### config.mk
export PLATFORM = sky130hd
export DESIGN_NAME = fixed_partition_fit_allocator
export DESIGN_NICKNAME = d
export VERILOG_FILES = /design/src/sv/fpfa_pkg.sv /design/src/sv/fixed_partition_fit_allocator.sv /design/src/sv/fpfa_cell.sv
export SDC_FILE = /design/constraint.sdc
export NUM_CORES = 1
export LEC_CHECK = 0
export BUFFER_PORTS_ARGS = -buffer_cell sky130_fd_sc_hd__buf_2
export CAP_MARGIN = 20
export CORE_MARGIN = 4
export CORE_UTILIZATION = 55
export DETAILED_ROUTE_END_ITERATION = 16
export PLACE_DENSITY = 0.68
export SETUP_SLACK_MARGIN = 0.4
export SYNTH_ARGS = -nofsm -noshare
export SYNTH_HDL_FRONTEND = slang
export SYNTH_SLANG_ARGS = --single-unit
export TNS_END_PERCENT = 10
### constraint.sdc
create_clock -name clk -period 3.1 [get_ports clk]
set_input_delay 0.62 -clock clk [delete_from_list [all_inputs] [get_ports clk]]
set_output_delay 0.62 -clock clk [all_outputs]
set_load 0.005 [all_outputs]
### src/sv/fpfa_pkg.sv
// ----------------------------------------------------------------------------
// fpfa_pkg
// Shared types and codes for the fixed partition fit allocator.
// ----------------------------------------------------------------------------
package fpfa_pkg;

  // default configuration
  localparam int NUM_BLOCKS_DEF = 16;
  localparam int SIZE_WIDTH_DEF = 16;

  // item function codes
  localparam logic [1:0] FUNC_LOAD    = 2'd0;
  localparam logic [1:0] FUNC_REQUEST = 2'd1;
  localparam logic [1:0] FUNC_FREE    = 2'd2;

  // fit modes (the unused code acts as first fit)
  localparam logic [1:0] MODE_FIRST = 2'd0;
  localparam logic [1:0] MODE_BEST  = 2'd1;
  localparam logic [1:0] MODE_WORST = 2'd2;

  // register index, taken from paddr[2]
  localparam logic REG_FIT_MODE      = 1'b0;
  localparam logic REG_BLOCKS_IN_USE = 1'b1;

  typedef struct packed {
    logic [1:0]  func;
    logic [3:0]  slot;
    logic [15:0] amount;
  } in_word_t;

  typedef struct packed {
    logic        granted;
    logic [3:0]  block_index;
    logic [15:0] block_size;
    logic [15:0] fragment;
  } out_word_t;

  // broadcast to every cell of the chain
  typedef struct packed {
    logic       clear;
    logic       commit;
    logic [1:0] mode;
  } fpfa_bcast_t;

endpackage

### src/sv/fixed_partition_fit_allocator.sv
// ----------------------------------------------------------------------------
// fixed_partition_fit_allocator
// Fixed partition table with first, best and worst fit allocation.
// ----------------------------------------------------------------------------
//   channel   ports                                   direction
//   item      start, busy, in_item                    in, start qualified by !busy
//   result    out_valid, out_item                     out, one-cycle strobe
//   config    psel, penable, pwrite, paddr, pwdata,   apb, pready tied high
//             prdata, pready
//
// a load or free word is taken without raising busy and the block stays ready
// a request runs with busy high: the best-so-far record walks one cell of the
// partition chain per cycle, the word lands in the cycle after the record
// leaves the last cell, busy drops the same cycle
// reset (rst_n low, synchronous) frees all partitions and clears fit_mode and
// blocks_in_use; partition sizes are undefined until loaded
// results cannot be held off: out_valid is high for exactly one cycle
// ----------------------------------------------------------------------------
module fixed_partition_fit_allocator
  import fpfa_pkg::*;
#(
  parameter int NUM_BLOCKS = NUM_BLOCKS_DEF,
  parameter int SIZE_WIDTH = SIZE_WIDTH_DEF
) (
  input  logic        clk,
  input  logic        rst_n,
  // item channel
  input  logic        start,
  output logic        busy,
  input  in_word_t    in_item,
  // result channel
  output logic        out_valid,
  output out_word_t   out_item,
  // configuration port
  input  logic        psel,
  input  logic        penable,
  input  logic        pwrite,
  input  logic [2:0]  paddr,
  input  logic [31:0] pwdata,
  output logic [31:0] prdata,
  output logic        pready
);

  localparam int IDX_W = (NUM_BLOCKS > 1) ? $clog2(NUM_BLOCKS) : 1;
  // step count runs 0 .. NUM_BLOCKS, the record reaches the tail at the last
  localparam int CNT_W = $clog2(NUM_BLOCKS + 1);
  localparam logic [CNT_W-1:0] LAST_STEP = CNT_W'(NUM_BLOCKS);

  typedef enum logic {ST_IDLE, ST_SCAN} state_t;

  state_t                state_r;
  logic [CNT_W-1:0]      cnt_r;
  logic [SIZE_WIDTH-1:0] amount_r;
  logic [1:0]            fit_mode_r;
  logic [4:0]            blocks_r;
  logic                  out_valid_r;
  out_word_t             out_item_r;

  logic                  accept;
  logic                  cfg_write;
  logic                  commit;
  fpfa_bcast_t           bcast;
  logic [SIZE_WIDTH-1:0] load_size;
  logic [NUM_BLOCKS-1:0] take_part;
  logic [NUM_BLOCKS-1:0] load_en;

  // search chain links: link g feeds cell g, link NUM_BLOCKS is the tail
  logic                  found_c [0:NUM_BLOCKS];
  logic [IDX_W-1:0]      pick_c  [0:NUM_BLOCKS];
  logic [SIZE_WIDTH-1:0] size_c  [0:NUM_BLOCKS];

  assign busy      = (state_r == ST_SCAN);
  assign accept    = start && !busy;
  assign cfg_write = psel && penable && pwrite;
  assign pready    = 1'b1;
  assign commit    = busy && (cnt_r == LAST_STEP);
  assign load_size = SIZE_WIDTH'(in_item.amount);

  assign bcast.clear  = accept && (in_item.func == FUNC_FREE);
  assign bcast.commit = commit;
  assign bcast.mode   = fit_mode_r;

  // the chain head always starts with an empty record
  assign found_c[0] = 1'b0;
  assign pick_c[0]  = '0;
  assign size_c[0]  = '0;

  // register reads
  always_comb begin
    case (paddr[2])
      REG_FIT_MODE:      prdata = {30'd0, fit_mode_r};
      REG_BLOCKS_IN_USE: prdata = {27'd0, blocks_r};
      default:           prdata = '0;
    endcase
  end

  for (genvar g = 0; g < NUM_BLOCKS; g++) begin : g_cell
    // blocks_in_use above the table size simply enables every cell
    assign take_part[g] = (g < int'(blocks_r));
    // slots beyond the table never match
    assign load_en[g]   = accept && (in_item.func == FUNC_LOAD) &&
                          (int'(in_item.slot) == g);

    fpfa_cell #(
      .SIZE_WIDTH (SIZE_WIDTH),
      .IDX_W      (IDX_W),
      .CELL_ID    (g)
    ) u_cell (
      .clk          (clk),
      .rst_n        (rst_n),
      .bcast        (bcast),
      .load_en      (load_en[g]),
      .load_size    (load_size),
      .take_part    (take_part[g]),
      .req_amount   (amount_r),
      .commit_pick  (pick_c[NUM_BLOCKS]),
      .commit_found (found_c[NUM_BLOCKS]),
      .found_in     (found_c[g]),
      .pick_in      (pick_c[g]),
      .size_in      (size_c[g]),
      .found_out    (found_c[g+1]),
      .pick_out     (pick_c[g+1]),
      .size_out     (size_c[g+1])
    );
  end

  // request amount holds steady while the record walks the chain
  always_ff @(posedge clk) begin
    if (accept && (in_item.func == FUNC_REQUEST)) begin
      amount_r <= SIZE_WIDTH'(in_item.amount);
    end
  end

  // sequencer, config registers, result word and result strobe
  always_ff @(posedge clk) begin
    if (!rst_n) begin
      state_r     <= ST_IDLE;
      cnt_r       <= '0;
      fit_mode_r  <= '0;
      blocks_r    <= '0;
      out_valid_r <= 1'b0;
      out_item_r  <= '0;
    end else begin
      out_valid_r <= 1'b0;
      if (cfg_write) begin
        case (paddr[2])
          REG_FIT_MODE:      fit_mode_r <= pwdata[1:0];
          REG_BLOCKS_IN_USE: blocks_r   <= pwdata[4:0];
          default:           ;
        endcase
      end
      case (state_r)
        ST_IDLE: begin
          if (accept && (in_item.func == FUNC_REQUEST)) begin
            state_r <= ST_SCAN;
            cnt_r   <= '0;
          end
        end
        ST_SCAN: begin
          if (commit) begin
            state_r     <= ST_IDLE;
            out_valid_r <= 1'b1;
            if (found_c[NUM_BLOCKS]) begin
              out_item_r.granted     <= 1'b1;
              out_item_r.block_index <= 4'(pick_c[NUM_BLOCKS]);
              out_item_r.block_size  <= 16'(size_c[NUM_BLOCKS]);
              out_item_r.fragment    <= 16'(size_c[NUM_BLOCKS] - amount_r);
            end else begin
              out_item_r <= '0;
            end
          end else begin
            cnt_r <= cnt_r + 1'b1;
          end
        end
        default: state_r <= ST_IDLE;
      endcase
    end
  end

  assign out_valid = out_valid_r;
  assign out_item  = out_item_r;

endmodule

### src/sv/fpfa_cell.sv
// ----------------------------------------------------------------------------
// fpfa_cell
// One partition: size, used mark and one stage of the fit search chain.
// ----------------------------------------------------------------------------
module fpfa_cell
  import fpfa_pkg::*;
#(
  parameter int SIZE_WIDTH = SIZE_WIDTH_DEF,
  parameter int IDX_W      = 4,
  parameter int CELL_ID    = 0
) (
  input  logic                  clk,
  input  logic                  rst_n,
  input  fpfa_bcast_t           bcast,
  input  logic                  load_en,
  input  logic [SIZE_WIDTH-1:0] load_size,
  input  logic                  take_part,
  input  logic [SIZE_WIDTH-1:0] req_amount,
  input  logic [IDX_W-1:0]      commit_pick,
  input  logic                  commit_found,
  input  logic                  found_in,
  input  logic [IDX_W-1:0]      pick_in,
  input  logic [SIZE_WIDTH-1:0] size_in,
  output logic                  found_out,
  output logic [IDX_W-1:0]      pick_out,
  output logic [SIZE_WIDTH-1:0] size_out
);

  localparam logic [IDX_W-1:0] MY_IDX = IDX_W'(CELL_ID);

  logic [SIZE_WIDTH-1:0] size_r;
  logic                  used_r;
  logic                  found_r;
  logic [IDX_W-1:0]      pick_r;
  logic [SIZE_WIDTH-1:0] best_r;
  logic                  eligible;
  logic                  take;

  assign eligible = take_part && !used_r && (size_r >= req_amount);

  always_comb begin
    take = 1'b0;
    if (eligible) begin
      if (!found_in) begin
        take = 1'b1;
      end else begin
        case (bcast.mode)
          MODE_BEST:  take = (size_r < size_in);
          MODE_WORST: take = (size_r > size_in);
          default:    take = 1'b0;
        endcase
      end
    end
  end

  always_ff @(posedge clk) begin
    if (load_en) begin
      size_r <= load_size;
    end
    if (take) begin
      pick_r <= MY_IDX;
      best_r <= size_r;
    end else begin
      pick_r <= pick_in;
      best_r <= size_in;
    end
  end

  always_ff @(posedge clk) begin
    if (!rst_n) begin
      used_r  <= 1'b0;
      found_r <= 1'b0;
    end else begin
      found_r <= found_in || take;
      if (bcast.clear) begin
        used_r <= 1'b0;
      end else if (bcast.commit && commit_found && (commit_pick == MY_IDX)) begin
        used_r <= 1'b1;
      end
    end
  end

  assign found_out = found_r;
  assign pick_out  = pick_r;
  assign size_out  = best_r;

endmodule

## After elaboration in Yosys (flattened, before gate mapping)

Index checks and enable logic that the tools add are counted.

- Add/subtract/negate cells: 2
- Magnitude comparators: 62
- Eq/ne operators: 37
- Muxes and demuxes: 71
- Bitwise logic cells: 3
- Reductions and logical operators: 113

Operators with widths:

| cell | count |
|---|---|
| greater-or-equal comparator 16 bit | 16 |
| > comparator 16 bit | 15 |
| < comparator 16 bit | 15 |
| two-way mux 16 bit | 15 |
| logical AND 1 bit | 72 |
| == test 4 bit (second input constant) | 16 |
| one-hot mux 32 bit (2 select lines) | 1 |
| < comparator 4 x 5 -> 1 bit (first input constant) | 8 |
| two-way mux 37 bit | 1 |
| two-way mux 1 bit | 35 |
| == test 4 x 3 -> 1 bit (second input constant) | 8 |
| one-hot mux 1 bit (2 select lines) | 16 |
| < comparator 3 x 5 -> 1 bit (first input constant) | 4 |
| zero test 1 bit | 17 |
| == test 4 x 2 -> 1 bit (second input constant) | 4 |
| subtractor 16 bit | 1 |
| logical OR 1 bit | 15 |
| < comparator 1 x 5 -> 1 bit (first input constant) | 2 |
| < comparator 2 x 5 -> 1 bit (first input constant) | 2 |
| two-way mux 5 bit | 2 |
| one-hot mux 5 bit (2 select lines) | 1 |
| AND reduction 2 bit | 5 |
| == test 4 x 1 -> 1 bit (second input constant) | 2 |
| zero test 4 bit | 2 |
| 8 further kinds | 13 |

- Bits in registers: 660
- Bits of input ports: 63
- Output and inout bits: 72

## Depth between registers and ports, before layout

Gate-level depths: netlist of the first run.

- Word-level depth: 5
- Depth in mapped cells: 11
- Mapped depth without buffers: 11

## Hierarchy

From an unflattened synthesis of the first run, not the netlist that was laid out.

- Cells, all modules: 3,493
- Area, all modules: 37,963.9 µm²

Modules (own cells, without submodules):

| module | instances | cells an instance | area an instance (µm²) |
|---|---|---|---|
| fpfa_cell at g_cell[10].u_cell ... | 8 | 191 | 2,143.3 |
| fpfa_cell at g_cell[1].u_cell ... | 4 | 191 | 2,127.0 |
| fpfa_cell at g_cell[12].u_cell ... | 2 | 192 | 2,142.1 |
| fixed_partition_fit_allocator | 1 | 436 | 3,761.1 |
| fpfa_cell at g_cell[15].u_cell | 1 | 190 | 2,139.6 |
| fpfa_cell at g_cell[0].u_cell | 1 | 191 | 2,124.5 |

## Worst setup path before layout of the first run

Ideal clock, no wire load.

- Path type: reg-to-reg
- From: reg amount_r[0]
- To: reg g_cell[11].u_cell.best_r[0]
- Setup time: 121 ps
- Arrival time: 2,748 ps
- Required time: 2,979 ps
- Slack: 230 ps
- Cell stages (with the launch flop): 10
- Buffers on the path: 1
- Period minus slack after synthesis: 2,870 ps
- Cells stage by stage: edfxtp_1 > ha_1 > nand2b_4 > a2111o_1 > a311oi_1 > o21ai_1 > a221oi_2 > a2111o_1 > buf_6 > mux2_4

- Word-level cells in the longest chain between the ends: 4

RTL lines:

| element | line | text |
|---|---|---|
| from (decl) | fixed_partition_fit_allocator.sv:53 | `logic [SIZE_WIDTH-1:0] amount_r;` |
| from (signal assigned) | fixed_partition_fit_allocator.sv:130 | `amount_r <= SIZE_WIDTH'(in_item.amount);` |
| greater-or-equal comparator 16 bit | fpfa_cell.sv:39 | `assign eligible = take_part && !used_r && (size_r >= req_amount);` |
| logical AND 1 bit | fpfa_cell.sv:39 |  |
| two-way mux 1 bit | fpfa_cell.sv:43 | `if (eligible) begin` |
| two-way mux 16 bit | fpfa_cell.sv:60 | `if (take) begin` |
| to (signal assigned) | fpfa_cell.sv:62 | `best_r <= size_r;` |
| to (signal assigned) | fpfa_cell.sv:65 | `best_r <= size_in;` |
| to (decl) | fpfa_cell.sv:35 | `logic [SIZE_WIDTH-1:0] best_r;` |

No other way between the ends.
A chain may end at the register's enable or synchronous reset.

## Worst setup path after layout of the first run

- From: reg amount_r[0]
- To: reg g_cell[5].u_cell.best_r[7]

- Word-level cells in the longest chain between the ends: 4

RTL lines:

| element | line |
|---|---|
| greater-or-equal comparator 16 bit | fpfa_cell.sv:39 |
| logical AND 1 bit | fpfa_cell.sv:39 |
| two-way mux 1 bit | fpfa_cell.sv:43 |
| two-way mux 16 bit | fpfa_cell.sv:60 |
| to (signal assigned) | fpfa_cell.sv:62 |
| to (signal assigned) | fpfa_cell.sv:65 |
| to (decl) | fpfa_cell.sv:35 |

No other way between the ends.

==> results of run 1 <==
==> placed cells by master (no fill, tap or decap), types with 9 or more instances in the layout <==
cell type / instances
conb_1: 28
o21ai_0: 76
mux2i_1: 10
nand2b_1: 28
nand4_1: 73
nor2b_1: 44
nand3b_1: 13
o21a_1: 14
ha_1: 492
mux2_4: 36
buf_6: 9
or2_2: 26
mux2_2: 193
nand3_1: 45
nor4_1: 15
mux2_1: 20
nor2_1: 93
a211oi_1: 14
o211ai_1: 32
nand2_1: 94
clkbuf_1: 20
and2_1: 22
a21o_1: 81
dfxtp_1: 388
edfxtp_1: 272
and4_1: 22
buf_2: 77
clkbuf_16: 85
clkinv_2: 10
buf_4: 125
ha_4: 23
buf_12: 29
inv_1: 284
clkbuf_8: 13
a21oi_1: 229
a31oi_1: 9
nor3_1: 15
==> worst register-to-register path: stages (launching register included) <==
cell       delay, ns
edfxtp_1        0.44
buf_4           0.18
buf_12          0.14
ha_4            0.25
nand2b_4        0.12
a2111oi_4       0.07
o31ai_2         0.30
nand4_1         0.13
a311o_1         0.31
buf_6           0.15
a21oi_4         0.17
buf_12          0.17
mux2_2          0.34
==> state kept, by name (all words and copies together) (netlist names) <==
register and cells:
g_cell.u_cell.used_r 16, g_cell.u_cell.found_out 16, g_cell.u_cell.size_out 256, fit_mode_r 2, busy 1, g_cell.u_cell.pick_out 49, cnt_r 5, out_valid 1
g_cell.u_cell.size_r 256, amount_r 16, blocks_r 5, out_item 37
==> per-stage QoR <==
stage | hold WS (ns) | std cells | utilization | power [mW] | cell area (um2)
2_1_floorplan | 0.386 | 2936 | - | 10.9 | 33600
3_3_place_gp | 0.397 | 3826 | 0.590 | 11.5 | 35600
3_5_place_dp | 0.398 | 3826 | 0.590 | 11.5 | 35600
4_1_cts | 0.216 | 3974 | 0.634 | 20.0 | 38200
5_1_grt | 0.235 | 4023 | 0.653 | 20.7 | 39300
6_report | 0.249 | 4023 | 0.653 | 20.0 | 39300
==> layout make-up <==
type	count	area share
clock inverter	23	0.00363
timing repair buffer	250	0.0566
inverter	294	0.0285
clock buffer	111	0.0561
sequential	660	0.405
multi-input combinational	1903	0.425
tap	782	0.0249
==> how the worst max path moves through the flow <==
| stage | from | to | slack [ns] | cells past startpoint |
|---|---|---|---|---|
| 3_3_place_gp | amount_r[2] | g_cell[5].u_cell.size_out[9] | 0.10 | 9 |
| 3_5_place_dp | amount_r[2] | g_cell[5].u_cell.size_out[7] | 0.10 | 9 |
| 4_1_cts | amount_r[1] | g_cell[11].u_cell.size_out[14] | 0.22 | 10 |
| 6_report | amount_r[0] | g_cell[5].u_cell.size_out[7] | 0.21 | 12 |
| 5_1_grt | amount_r[0] | g_cell[3].u_cell.size_out[3] | 0.10 | 11 |
| 2_1_floorplan | amount_r[0] | g_cell[11].u_cell.size_out[0] | 0.36 | 9 |
==> layer usage <==
| metal | up-vias | share of wire | track usage |
|---|---|---|---|
| li1 | 11139 | - | - |
| met1 | 11504 | 0.42 | 0.369 |
| met2 | 713 | 0.48 | 0.480 |
| met3 | 212 | 0.058 | 0.0394 |
| met4 | 4 | 0.039 | 0.102 |
| met5 | - | 0.00016 | 0 |
==> power by group through the flow <==
stage               logic, mW  registers, mW  clock network [mW]
global route             2.06           9.68                8.96
floorplan                1.18           9.71                   0
CTS                      1.75           9.65                8.62
global placement         1.66           9.83                   0
finish                   1.86           9.65                8.47
detailed placement       1.71           9.83                   0
==> logic make-up (layout without fill, tap and decap cells) <==
family,count (synthesis),count (layout),synth area share
simple gates,533,533,0.0867
flops,660,660,0.476
buf+inv,375,678,0.0476
fa+ha+maj,516,516,0.193
other cells,2,28,0.000224
compound gates,548,550,0.103
mux,260,260,0.0890
xor+xnor,16,16,0.00419
==> what timing repair did <==
action | CTS | global route
setup endpoints to repair | 254 | 294
buffers inserted | 12 | 41
gates resized for setup | 36 | 109
cloned | 2 | 8
pin swaps | 10 | 28
==> metrics, run 1 <==
crit end category=flop; Vias per Instance=5.86; worst-path cell chain=buf_4, buf_12, ha_4, nand2b_4, a2111oi_4, o31ai_2, nand4_1, a311o_1, buf_6, a21oi_4, buf_12, mux2_2; top-count cell post-synth=ha_1; core area=0.0602 mm2; port bufs=77; hold_sp=pwdata[3]; Psw=4.74 mW; area grow syn2layout=17.5%; fill cell count=4598; Sink Count=660; sequential group share of total power=0.483; number of global-route vias before repair=23.6k; Synth top cells by count=515 x ha_1, 388 x dfxtp_1, 293 x inv_1; Crit path max-delay family=compound AO/OA/AOI/OAI gates; status=complete, no violations; peak fanout along the critical path=8; Peak VDD IR=0.527 mV; H-tree levels=3; post-DP HPWL=67000 um; final hold vios=0; Hold Path End=blocks_r[3]; CP peak stage delay=0.44 ns; cell internal pwr=15.2 mW; Placer Congestion=0.931; hold_buf cts=0; FF-to-FF End=g_cell[5].u_cell.size_out[7]; chip height=255 um; synthesized area=0.0335 mm2; largest net degree at the start of global routing=45; Worst EP required=3.59 ns; gr usage total=0.282; area of the multi-input gates=0.0167 mm2; CTS max path bufs=3; P per Cell Area=508 mW/mm2; Synth Warn #=0; clock network power share=0.424; Leakage=16.3 nW; post-synthesis cell type count=82; ANT nets after route=0; HP Class=in2reg; Max Slew Vio Count=0; hold depth=3; worst slew pin tran=0.774 ns; endpoints failing setup=0; Most used DFF post-synth=dfxtp_1; DRC=0; skew final=0.0238 ns; antenna violations before repair=6; TritonCTS Buffers=72; Clk Latency, worst-skew pair=0.61 ns; Die ar.=0.0648 mm2; PnR worst setup slack=0.208 ns; Die W=255 um; first-pass GRT wire length=139000 um; Vias=23.6k; flop2flop setup slack=0.21 ns; I/O pins=135; WS Path Type=reg2reg; RSZ-0062 raised after global routing=true; Tmin final=2.89 ns; critical path arrival=3.38 ns; Final TNS setup=0 ns; DR iter-0 viols=1580; EDFF count, synth=272; leading area contributor after synthesis=edfxtp_1; ANT cells=0; # rows=90; TritonCTS clock tree=built; synth top area cells=edfxtp_1 24%, dfxtp_1 23%, ha_1 19%; worst r2r src=amount_r[0]; Routed WL=93500 um; Final period util=0.933; Max transition margin=0.484; Synth top area share=0.244; register area=0.0159 mm2; CP Launch Type=flop; Initial Utilization=0.555; clk slew on worst S/H paths=0.06 ns; CP bufs+invs=4; Fmax=346 MHz; wire per inst=23.2 um; register area share after synthesis=0.476; pre-CTS WS=0.103 ns; layout cells sized above 1=0.218; Root Buffer=clkbuf_16; Pre-Repair DR Iteration Count=5; global route overflow=0; path depth of the worst reg2reg path=12; cells after synthesis=2910; Async SR Flop Fraction=0; most used cell, CP=buf_12; post-synthesis register bit count=660; switching part of the total=0.237; slowest CP cell=edfxtp_1; Gate power share=0.093; nets@finish=3760; Avg Cell Area, Syn=11.5 um2; Max Cap Viol=0
(Power assumes the default switching activity.)
==> run 2: changes to the inputs <==
--- a/config.mk
+++ b/config.mk
@@ -7,7 +7,7 @@
 export LEC_CHECK = 0
 export BUFFER_PORTS_ARGS = -buffer_cell sky130_fd_sc_hd__buf_2
 export CAP_MARGIN = 20
-export CORE_MARGIN = 4
+export CORE_MARGIN = 2
 export CORE_UTILIZATION = 55
 export DETAILED_ROUTE_END_ITERATION = 16
 export PLACE_DENSITY = 0.68
==> metrics, run 2 (synthesis results as in run 1) <==
skew final=0.0235 ns; sequential group share of total power=0.471; Gate power share=0.089; CP Launch Type=flop; total power=20.5 mW; gr usage total=0.294; H-tree levels=3; Vias=23.6k; M1 wire length=39800 um; TritonCTS clock tree=built; WS Path Type=reg2reg; chip height=251 um; Final Core Density=0.648; area of placed instances=0.0355 mm2; Vias per Instance=5.88; layout cells sized above 1=0.210; Max transition margin=0.440; cell internal pwr=15.7 mW; Psw=4.80 mW; HP Class=in2reg; core area=0.0602 mm2; Hold Slack=0.234 ns; Final period util=0.965; Initial Utilization=0.555; clk slew on worst S/H paths=0.06 ns; crit end category=flop; peak fanout along the critical path=5; number of global-route vias before repair=24.0k; clock network power share=0.440; post-DP HPWL=67600 um; DRC=0; Die W=251 um; post-route cell area=0.0390 mm2; routed wl met2=44600 um; commonest non-fill, non-tap cell in the layout=ha_1; Placer Congestion=0.950; nets@finish=3751; critical path arrival=3.49 ns; largest net degree at the start of global routing=47; area grow syn2layout=16.6%; TritonCTS Buffers=75; Top Layer Used=met5; Pre-Repair DR Iteration Count=6; Fmax=334 MHz; Sink Count=660; first-pass GRT wire length=140000 um; final hold vios=0; Root Buffer=clkbuf_16; wire per inst=23.4 um; RSZ-0062 raised after global routing=true; worst slew pin tran=0.837 ns; P per Cell Area=525 mW/mm2; I/O pins=135; CTS max path bufs=3; global route overflow=0; Max Cap Viol=0; Die ar.=0.0628 mm2; endpoints failing setup=0; ANT nets after route=0; Tmin final=2.99 ns; # rows=90; switching part of the total=0.234; Final TNS setup=0 ns; port bufs=77; status=complete, no violations; Clk Latency, worst-skew pair=0.62 ns; Routed WL=93900 um; Peak VDD IR=0.551 mV; Max Slew Vio Count=0; WL met3=4980 um; Leakage=16.3 nW; DR iter-0 viols=1604; Worst EP required=3.59 ns; antenna violations before repair=4; most frequent cells in the layout=507 x ha_1, 388 x dfxtp_1, 283 x inv_1
-- run 2: changes by cell type in the layout (fill, tap and decap cells not counted), sizes merged --
cell / previous run / this run
clkbuf: 118 / 115
diode: 0 / 1
bufinv: 1 / 5
buf: 243 / 234
clkinvlp: 5 / 4
clkinv: 18 / 19
-- run 2: worst max-delay path, stage by stage, from the launching register on --
cell	delay, ns
edfxtp_1	0.41
buf_6	0.16
ha_4	0.21
nand2b_4	0.13
a2111o_1	0.43
a311oi_2	0.30
o21ai_2	0.11
a221oi_2	0.30
a2111o_1	0.25
buf_6	0.13
clkbuf_16	0.15
mux2_4	0.30
-- run 2: power by group through the flow --
stage	clock [mW]	sequential, mW	combinational, mW
detailed placement	0	9.83	1.71
global route	9.48	9.68	2.02
global placement	0	9.83	1.64
finish	9.01	9.66	1.82
floorplan	0	9.71	1.18
CTS	9.16	9.65	1.76
-- run 2: layout make-up --
class / instances / area [um2]
Fill cell: 4551 / 21200
Multi-Input combinational cell: 1903 / 16400
Sequential cell: 660 / 15900
Clock buffer: 111 / 2260
Timing Repair Buffer: 238 / 2060
Inverter: 294 / 1110
Tap cell: 782 / 978
Clock inverter: 27 / 277
Antenna cell: 1 / 2.50
-- run 2: worst paths after layout --
check | start | to | slack [ns] | cells past startpoint
max | amount_r[0] | g_cell[11].u_cell.size_out[6] | 0.11 | 11
min | pwdata[3] | blocks_r[3] | 0.23 | 3
max reg2reg | amount_r[0] | g_cell[11].u_cell.size_out[6] | 0.11 | 11
min reg2reg | g_cell[14].u_cell.pick_out[1] | g_cell[15].u_cell.pick_out[1] | 0.41 | 1
-- run 2: timing repair --
action | CTS | global route
gates resized for setup | 45 | 54
gates cloned | 4 | 3
hold buffers | 0 | 0
setup endpoints to repair | 274 | 306
pin swaps | 19 | 12
buffers inserted | 15 | 30
-- run 2: through the flow --
stage,cells,setup WS [ns]
6_report,4016,0.110
5_1_grt,4015,-0.0242
4_1_cts,3982,0.209
3_5_place_dp,3825,-0.224
3_3_place_gp,3825,-0.0914
2_1_floorplan,2936,0.359
-- run 2: layer usage --
layer  vias to the layer above  global-route usage
met4                         2               0.133
met1                     11518               0.373
met3                       264              0.0425
met5                         -                   0
li1                      11101                   -
met2                       723               0.499
